**config.mk**
```make
export PLATFORM = sky130hd
export DESIGN_NAME = press_length_led_pattern_switch
export DESIGN_NICKNAME = d
export VERILOG_FILES = /design/src/design/plps_pkg.sv /design/src/design/plps_tick.sv /design/src/design/press_length_led_pattern_switch.sv
export SDC_FILE = /design/constraint.sdc
export NUM_CORES = 1
export LEC_CHECK = 0
export BUFFER_PORTS_ARGS = -buffer_cell sky130_fd_sc_hd__buf_2
export CORE_ASPECT_RATIO = 1.75
export CORE_MARGIN = 8
export CORE_UTILIZATION = 45
export DETAILED_ROUTE_END_ITERATION = 10
export GPL_ROUTABILITY_DRIVEN = 0
export PLACE_DENSITY = 0.74
export REMOVE_ABC_BUFFERS = 1
export SETUP_SLACK_MARGIN = 0.4
export SKIP_LAST_GASP = 1
export SLEW_MARGIN = 20
export SYNTH_ARGS = -nofsm -noshare
export SYNTH_HDL_FRONTEND = slang
export SYNTH_SLANG_ARGS = --single-unit
```
**constraint.sdc**
```tcl
create_clock -name clk_i -period 4.53 [get_ports clk_i]
set_input_delay 0.453 -clock clk_i [delete_from_list [all_inputs] [get_ports clk_i]]
set_output_delay 0.453 -clock clk_i [all_outputs]
set_load 0.01 [all_outputs]
```
**src/design/plps_pkg.sv**
```systemverilog
`timescale 1ns / 1ps

package plps_pkg;

  localparam int unsigned HoldWidth  = 16;
  localparam int unsigned PhaseWidth = 8;
  localparam int unsigned LimitWidth = 8;

  localparam logic [HoldWidth-1:0]  HoldMax  = '1;
  localparam logic [PhaseWidth-1:0] ShortEnd = 8'd120;
  localparam logic [PhaseWidth-1:0] LongEnd  = 8'd240;

  localparam int unsigned ShortSegs = 8;
  localparam int unsigned LongSegs  = 16;

  // Upper phase of each segment; segments alternate on and off, starting with on.
  localparam logic [PhaseWidth-1:0] SHORT_BOUND [ShortSegs] = '{
    8'd10, 8'd20, 8'd30, 8'd40, 8'd60, 8'd80, 8'd100, 8'd120
  };
  localparam logic [PhaseWidth-1:0] LONG_BOUND [LongSegs] = '{
    8'd10, 8'd20, 8'd30, 8'd40, 8'd50, 8'd60, 8'd70, 8'd80,
    8'd100, 8'd120, 8'd140, 8'd160, 8'd180, 8'd200, 8'd220, 8'd240
  };

  typedef struct packed {
    logic led_level;
    logic long_mode;
  } tick_result_t;

  function automatic logic pattern_level(input logic long_sel,
                                         input logic [PhaseWidth-1:0] phase);
    logic level;
    logic found;
    level = 1'b1;
    found = 1'b0;
    if (long_sel) begin
      for (int i = 0; i < LongSegs; i++) begin
        if (!found && (phase <= LONG_BOUND[i])) begin
          level = ~i[0];
          found = 1'b1;
        end
      end
    end else begin
      for (int i = 0; i < ShortSegs; i++) begin
        if (!found && (phase <= SHORT_BOUND[i])) begin
          level = ~i[0];
          found = 1'b1;
        end
      end
    end
    return level;
  endfunction

endpackage

```
**src/design/plps_tick.sv**
```systemverilog
`timescale 1ns / 1ps

module plps_tick import plps_pkg::*; (
  input  logic                  clk_i,
  input  logic                  rst_ni,
  input  logic                  tick_en_i,
  input  logic                  button_level_i,
  input  logic [LimitWidth-1:0] press_limit_i,
  output tick_result_t          result_o
);

  logic                  mode_q, mode_d;
  logic [HoldWidth-1:0]  hold_q, hold_d;
  logic                  was_pressed_q, was_pressed_d;
  logic [PhaseWidth-1:0] phase_q, phase_d;
  logic [HoldWidth-1:0]  limit_ext;
  logic                  change;
  logic [PhaseWidth-1:0] phase_inc;
  logic [PhaseWidth-1:0] phase_end;

  assign limit_ext = {{(HoldWidth-LimitWidth){1'b0}}, press_limit_i};

  always_comb begin
    mode_d        = mode_q;
    hold_d        = hold_q;
    was_pressed_d = was_pressed_q;
    change        = mode_q ? (hold_q < limit_ext) : (hold_q > limit_ext);
    if (button_level_i) begin
      if (hold_q != HoldMax) begin
        hold_d = hold_q + 1'b1;
      end
      was_pressed_d = 1'b1;
    end else if (was_pressed_q) begin
      if (change) begin
        mode_d        = ~mode_q;
        was_pressed_d = 1'b0;
      end
      hold_d = '0;
    end

    // The end of the pattern is that of the mode in force after this tick.
    phase_inc = phase_q + 1'b1;
    phase_end = mode_d ? LongEnd : ShortEnd;
    phase_d   = (phase_inc > phase_end) ? '0 : phase_inc;
  end

  assign result_o.led_level = pattern_level(mode_d, phase_d);
  assign result_o.long_mode = mode_d;

  always_ff @(posedge clk_i or negedge rst_ni) begin
    if (!rst_ni) begin
      mode_q        <= 1'b0;
      hold_q        <= '0;
      was_pressed_q <= 1'b0;
      phase_q       <= '0;
    end else if (tick_en_i) begin
      mode_q        <= mode_d;
      hold_q        <= hold_d;
      was_pressed_q <= was_pressed_d;
      phase_q       <= phase_d;
    end
  end

endmodule

```
**src/design/press_length_led_pattern_switch.sv**
```systemverilog
`timescale 1ns / 1ps

// Channel   Handshake                  Payload
// in        in_valid_i / in_ready_o    button_level_i
// out       out_valid_o / out_ready_i  led_level_o, long_mode_o
// cfg       cfg_we_i                   cfg_wdata_i (press limit)
//
// A request enters the input register at the edge where it is accepted, and the
// tick logic loads its result into the result register at the next edge where
// the result register can take a new value.
// One request is accepted every cycle while results are being taken.
// Reset clears the mode, hold count, press flag and phase, and sets the press
// limit to 10. When a result is stalled the input register still takes one
// more request; after that the input side stalls until the result is taken.

module press_length_led_pattern_switch import plps_pkg::*; (
  input  logic                  clk_i,
  input  logic                  rst_ni,
  input  logic                  in_valid_i,
  output logic                  in_ready_o,
  input  logic                  button_level_i,
  output logic                  out_valid_o,
  input  logic                  out_ready_i,
  output logic                  led_level_o,
  output logic                  long_mode_o,
  input  logic                  cfg_we_i,
  input  logic [LimitWidth-1:0] cfg_wdata_i
);

  localparam logic [LimitWidth-1:0] LimitReset = 8'd10;

  logic                  in_valid_q;
  logic                  button_q;
  logic                  out_valid_q;
  logic [LimitWidth-1:0] limit_q;
  logic                  advance;
  logic                  tick_en;
  tick_result_t          tick_result;
  tick_result_t          result_q;

  // The result register can take a new value when it is empty or being drained.
  assign advance    = !out_valid_q || out_ready_i;
  assign tick_en    = in_valid_q && advance;
  assign in_ready_o = !in_valid_q || advance;

  always_ff @(posedge clk_i or negedge rst_ni) begin
    if (!rst_ni) begin
      limit_q <= LimitReset;
    end else if (cfg_we_i) begin
      limit_q <= cfg_wdata_i;
    end
  end

  always_ff @(posedge clk_i or negedge rst_ni) begin
    if (!rst_ni) begin
      in_valid_q  <= 1'b0;
      out_valid_q <= 1'b0;
    end else begin
      if (in_ready_o) begin
        in_valid_q <= in_valid_i;
      end
      if (advance) begin
        out_valid_q <= in_valid_q;
      end
    end
  end

  // Payload registers carry no reset.
  always_ff @(posedge clk_i) begin
    if (in_valid_i && in_ready_o) begin
      button_q <= button_level_i;
    end
    if (tick_en) begin
      result_q <= tick_result;
    end
  end

  plps_tick u_tick (
    .clk_i          (clk_i),
    .rst_ni         (rst_ni),
    .tick_en_i      (tick_en),
    .button_level_i (button_q),
    .press_limit_i  (limit_q),
    .result_o       (tick_result)
  );

  assign out_valid_o = out_valid_q;
  assign led_level_o = result_q.led_level;
  assign long_mode_o = result_q.long_mode;

endmodule

```
---- Word-level counts from Yosys, hierarchy flattened ----
Cells that the tools add are included.
word-level totals
  bits in registers ....................... 39
  bits of input ports ..................... 14
  output and inout bits ................... 4
operators by class
  add/subtract/negate cells ............... 2
  order comparisons ....................... 19
  equal/unequal tests ..................... 2
  multiplexer cells ....................... 78
  bitwise operators ....................... 1
  reduce and logical (&&, ||, !) cells .... 52
operators by type and width
  kind                   number
  $mux 1                 73
  $le 8x8->1 const B     6
  $mux 16                3
  $le 8x7->1 const B     4
  $le 8x6->1 const B     3
  $logic_and 1x1->1      24
  $logic_not 1->1        24
  $add 16x1->16 const B  1
  $gt 16x8->1            1
  $le 8x5->1 const B     2
  $lt 16x8->1            1
  $mux 8                 2
  $ne 16x16->1 const B   1
  $add 8x1->8 const B    1
  $gt 8x8->1             1
  $le 8x4->1 const B     1
  $reduce_and 3->1       1
  $logic_or 1x1->1       2
  $ne 2x1->1 const B     1
  $reduce_bool 2->1      1
  $not 1->1              1

---- Logic depth before layout (Yosys ltp) ----
  depth in word-level cells ............... 71
  gate-level depth with buffers ........... 19
  mapped depth without buffers ............ 18

---- Cells and area by module ----
A second synthesis with hierarchy kept.
second synthesis, totals
  cells, all modules ...................... 297
  area total of the unflattened synthesis .. 2742.6 um^2
modules (own cells, without submodules)
  module                           times used  cells an instance  area an instance (um^2)  sequential area each (um^2)
  plps_tick                        1           269                2229.6                   650.6
  press_length_led_pattern_switch  1           28                 513.0                    342.8

---- Worst setup path before layout ----
Ideal clock, no wire load.
  path kind ............................... register to register
  start ................................... register limit_q[1]
  end ..................................... register result_q, in the netlist led_level_o, data pin
  arrival time ............................ 3.169 ns
  data required time ...................... 4.253 ns
  slack ................................... 1.084 ns
  cell stages (with the launch flop) ...... 19
  clock period less this slack ............ 3.446 ns
  cells stage by stage .................... dfstp_2 > inv_1 > ha_1 > nor2b_1 > o21a_1 > o21a_1 > o21ai_0 > a21oi_1 > o22a_1 > inv_1 > ha_1 > nand3_1 > nor2_1 > nand3_1 > a21o_1 > o311ai_0 > nor2_1 > o311ai_0 > a22oi_1
RTL lines
  element                   line                                   source
  start: declaration        press_length_led_pattern_switch.sv:35  logic [LimitWidth-1:0] limit_q;
  start signal: assignment  press_length_led_pattern_switch.sv:48  limit_q <= LimitReset;
  start signal: assignment  press_length_led_pattern_switch.sv:50  limit_q <= cfg_wdata_i;
  end signal: assignment    press_length_led_pattern_switch.sv:74  result_q <= tick_result;
  end: declaration          press_length_led_pattern_switch.sv:39  tick_result_t result_q;

==> results.env <==
SETUP_VIOL=0
P_SEQ_FRAC=0.373
MAX-SLEW-MARGIN-REL=0.4202
FP.DIEH_UM=120.1
HPWL_MM=5.361
INTPOWER_uW=816.2
CTS_REPAIR_RESIZE_COUNT=0
PORTBUFFERS=17
YOSYSWARNINGS=0
MOST_FREQUENT_CELLS_IN_THE_LAYOUT='34 x dfrtp_1, 33 x nand2_1, 29 x o21ai_0, 29 x nor2_1'
POST-ROUTE-PERIOD-UTIL=0.8334
WORST-ENDPOINT-REQUIRED_PS=4550
CTSHOLDBUFFERS=0
TIMING.CRITICAL_PATH.SLOWEST_CELL_DELAY_PS=520
FINALSETUPTNS_PS=0
SWITCHING_POWER_uW=590.4
CLK_PIN_SLEW_WORST_PATHS_PS=80
DRTITER0DRC=136
POST_SYNTH.CELL_AREA_AVG_UM2=8.570
SYNTH-SEQ-CELLS=39
ROUTED_WIRE_LENGTH_PER_INSTANCE_UM=17.00
CLK-INSERTION-DELAY-LATE_PS=290
N_ANTENNA_CELL=0
CRITICAL-PATH-SLOWEST-CELL='dfstp_2'
GRT_START_MAX_NET_PINS=37
FINAL_NET_COUNT=364
SYNTH.DISTINCT_CELLS=61
TRITONCTS_NUM_SINKS=39
ANTENNA_FOUND_INITIAL=0
MAXCLOCKFREQUENCY_MHz=264.9
SYNTH_TO_LAYOUT_AREA_GROWTH_PCT=8.715
CTS_TREE='yes'
ARRIVAL_PS=3800
SHARE_CLK_OF_TOTAL_POWER=0.212
SETUP_REPAIR_AFTER_GLOBAL_ROUTING_MISSED_ITS_MARGIN='false'
GRT_UTIL_ALL_LAYERS=0.1688
GRT_FIRST_PASS_WIRELENGTH_MM=11.93
LAYOUT.FILLER_CELLS=616
WORSTPATHBUFFERINVERTERCOUNT=2
TIMING.CRITICAL_PATH.CELLS='inv_1 > ha_1 > nor2b_1 > o21a_1 > o21a_1 > o21ai_0 > a21oi_1 > o22a_1 > inv_1 > ha_1 > nand3_1 > nor2_1 > nand3_1 > a21o_1 > o311ai_0 > nor2_1 > o311ai_0 > a22oi_1'
WORSTHOLDPATHTYPE='primary input to async pin'
DRCVIOLATIONCOUNT=0
CRITPATHLAUNCHTYPE='flip-flop'
TIMING.SETUP.CRITICAL_PATH_CLASS='flip-flop to flip-flop'
FINALHOLDVIOLCOUNT=0
TOTAL_POWER_uW=1407
PATH_DELAY_FAMILY='compound AO/OA/AOI/OAI gates'
DIE_AREA_UM2=9062
MAXCAPVIOLCOUNT=0
SEQ_AREA_FRAC_SYNTH=0.3567
SYNTH_ENABLE_FLOP_CELLS=3
NETSWITCHINGFRACTION=0.4197
ROWS=38
CTS_BUFFER_DEPTH=2
POWER.STATIC_LEAKAGE_uW=0.001293
CLOCK_TREE.HTREE_LEVEL_COUNT=2
INITIAL_CORE_UTIL=0.4576
POWER.COMBINATIONAL.FRACTION=0.415
DETAIL_ROUTE.FIRST_PASS.ITERATIONS=5
CORE-AREA_UM2=6086
DIE-WIDTH_UM=75.47
FINISH.INSTANCE_AREA_UM2=3028
TIMING.CRITICAL_PATH.TO_TYPE='flip-flop'
YS_DOMINANT_REG_CELL='dfrtp_1'
FINAL.MIN_CLOCK_PERIOD_PS=3775
FINAL_LAYOUT_SIZE_SUFFIX_GT1_FRAC=0.1272
RUN_STATUS='finished, final reports clean'
POWER_DENSITY_nW_PER_UM2=464.6
FINALCLOCKSKEW_PS=8.862
VIA_PER_INSTANCE_RATIO=5.885
SLEW_VIOLATIONS=0
SYNTH.CELL_AREA_UM2=2785
CTSROOTBUFFERMASTER='clkbuf_8'
DRT_WL_TOTAL_MM=7.107
YS_ASYNC_SR_FRACTION=0.9231
MAXIMUM_VDD_DROP_uV=346.7
WORST-PATH-MAX-FANOUT=4
IO-PIN-COUNT=18
LEADING_CELL_TYPE_IN_THE_LAYOUT_FILL_AND_TAPS_EXCLUDED='dfrtp_1'
ROUTED-VIA-COUNT=2460
ANT_NETS=0
WORST_PIN_SLEW_PS=866.7
PLACE_AREA_UM2=2888
GRT_OVERFLOW=0
VIAS_IN_THE_FIRST_GLOBAL_ROUTE=2512
TRITONCTS.NUM_BUFFERS=5
SYN_INST=325
POST-CTS-SETUP-BUFFER-COUNT=0
## final timing paths
| path | from | endpoint | slack (ps) | cells past startpoint |
|---|---|---|---|---|
| max | limit_q[1]$_DFFE_PN1P_ | led_level_o$_DFFE_PP_ | 750 | 18 |
| min | rst_ni | limit_q[7]$_DFFE_PN0P_ | 240 | 1 |
| max reg2reg | limit_q[1]$_DFFE_PN1P_ | led_level_o$_DFFE_PP_ | 750 | 18 |
| min reg2reg | in_valid_q$_DFFE_PN0N_ | out_valid_o$_DFFE_PN0P_ | 490 | 1 |
| max in group asynchronous | rst_ni | u_tick.hold_q[9]$_DFFE_PN0P_ | 3770 | 1 |
| min in group clk_i | button_level_i | button_q$_DFFE_PP_ | 350 | 1 |
## registers in the layout, summed over array words and instances, names as in the netlist
| register | cells |
|---|---|
| out_valid_o | 1 |
| button_q | 1 |
| in_valid_q | 1 |
| u_tick.was_pressed_q | 1 |
| led_level_o | 1 |
| u_tick.hold_q | 16 |
| u_tick.mode_q | 1 |
| long_mode_o | 1 |
| limit_q | 8 |
| u_tick.phase_q | 8 |
## Yosys cell counts (4+ instances only)
cell type / number / area share
ha_1: 13 / 0.058
xnor2_1: 8 / 0.025
mux2_2: 4 / 0.016
xor2_1: 10 / 0.031
buf_2: 5 / 0.0090
nand4_1: 7 / 0.016
nor3_1: 5 / 0.0090
nor2b_1: 5 / 0.011
clkbuf_1: 5 / 0.0067
o21ai_0: 29 / 0.052
nand2_1: 33 / 0.044
inv_1: 16 / 0.022
and3_1: 4 / 0.0090
o21a_1: 4 / 0.011
a21oi_1: 20 / 0.036
nor4_1: 4 / 0.0090
nand3_1: 20 / 0.036
nand2b_1: 6 / 0.013
dfrtp_1: 34 / 0.31
nor2_1: 29 / 0.039
## power groups by stage
stage / clock, uW / sequential [uW] / combinational (uW)
finish: 298 / 524 / 584
detailed placement: 0 / 528 / 563
global placement: 0 / 525 / 552
CTS: 305 / 521 / 565
global route: 319 / 535 / 642
floorplan: 0 / 494 / 414
## routing by layer
layer / track usage / up-vias / wire length (um)
met4: 0.1077 / 0 / 436
met5: 0 / - / 0
met3: 0.02840 / 35 / 358
met2: 0.3080 / 90 / 3865
met1: 0.1636 / 1150 / 2445
li1: - / 1185 / -
## worst reg2reg max path, cell delays in order (launching register included)
cell      delay [ps]
dfstp_2          520
inv_1             40
ha_1             290
nor2b_1          130
o21a_1           160
o21a_1           160
o21ai_0          150
a21oi_1          110
o22a_1           220
inv_1            130
ha_1             180
nand3_1           80
nor2_1           120
nand3_1          110
a21o_1           240
o311ai_0         310
nor2_1           100
o311ai_0         340
a22oi_1          100
## stage by stage
| stage | utilization | setup slack, ps | std cells | hold slack (ps) |
|---|---|---|---|---|
| CTS | 0.4938 | 636.3 | 415 | 256.0 |
| global route | 0.4975 | 483.8 | 418 | 298.6 |
| floorplan | - | 992.7 | 309 | 157.4 |
| detailed placement | 0.4745 | 664.7 | 407 | 495.1 |
| global placement | 0.4745 | 796.4 | 407 | 466.9 |
| finish | 0.4975 | 754.8 | 418 | 240.1 |
## layout make-up
cell class                 instances  area, um2  share of cell area
multi-input combinational        254       1642              0.5421
tap                               80      100.1             0.03306
inverter                          16      60.06             0.01983
clock inverter                     2      35.03             0.01157
clock buffer                       6      82.58             0.02727
timing repair buffer              21      115.1             0.03802
sequential                        39      993.5              0.3281
## cell families (layout without fill, tap and decap cells)
logic type / after synthesis / in the layout / synth area share
DFF: 39 / 39 / 0.3567
and+or+nand+nor: 131 / 131 / 0.2408
buffers and inverters: 32 / 45 / 0.05390
adders and majority gates: 13 / 13 / 0.05840
AOI/OAI and AO/OA: 85 / 85 / 0.1981
xor gates and xnor gates: 20 / 20 / 0.07233
muxes: 5 / 5 / 0.01977
Power figures use the tool's default switching activity.
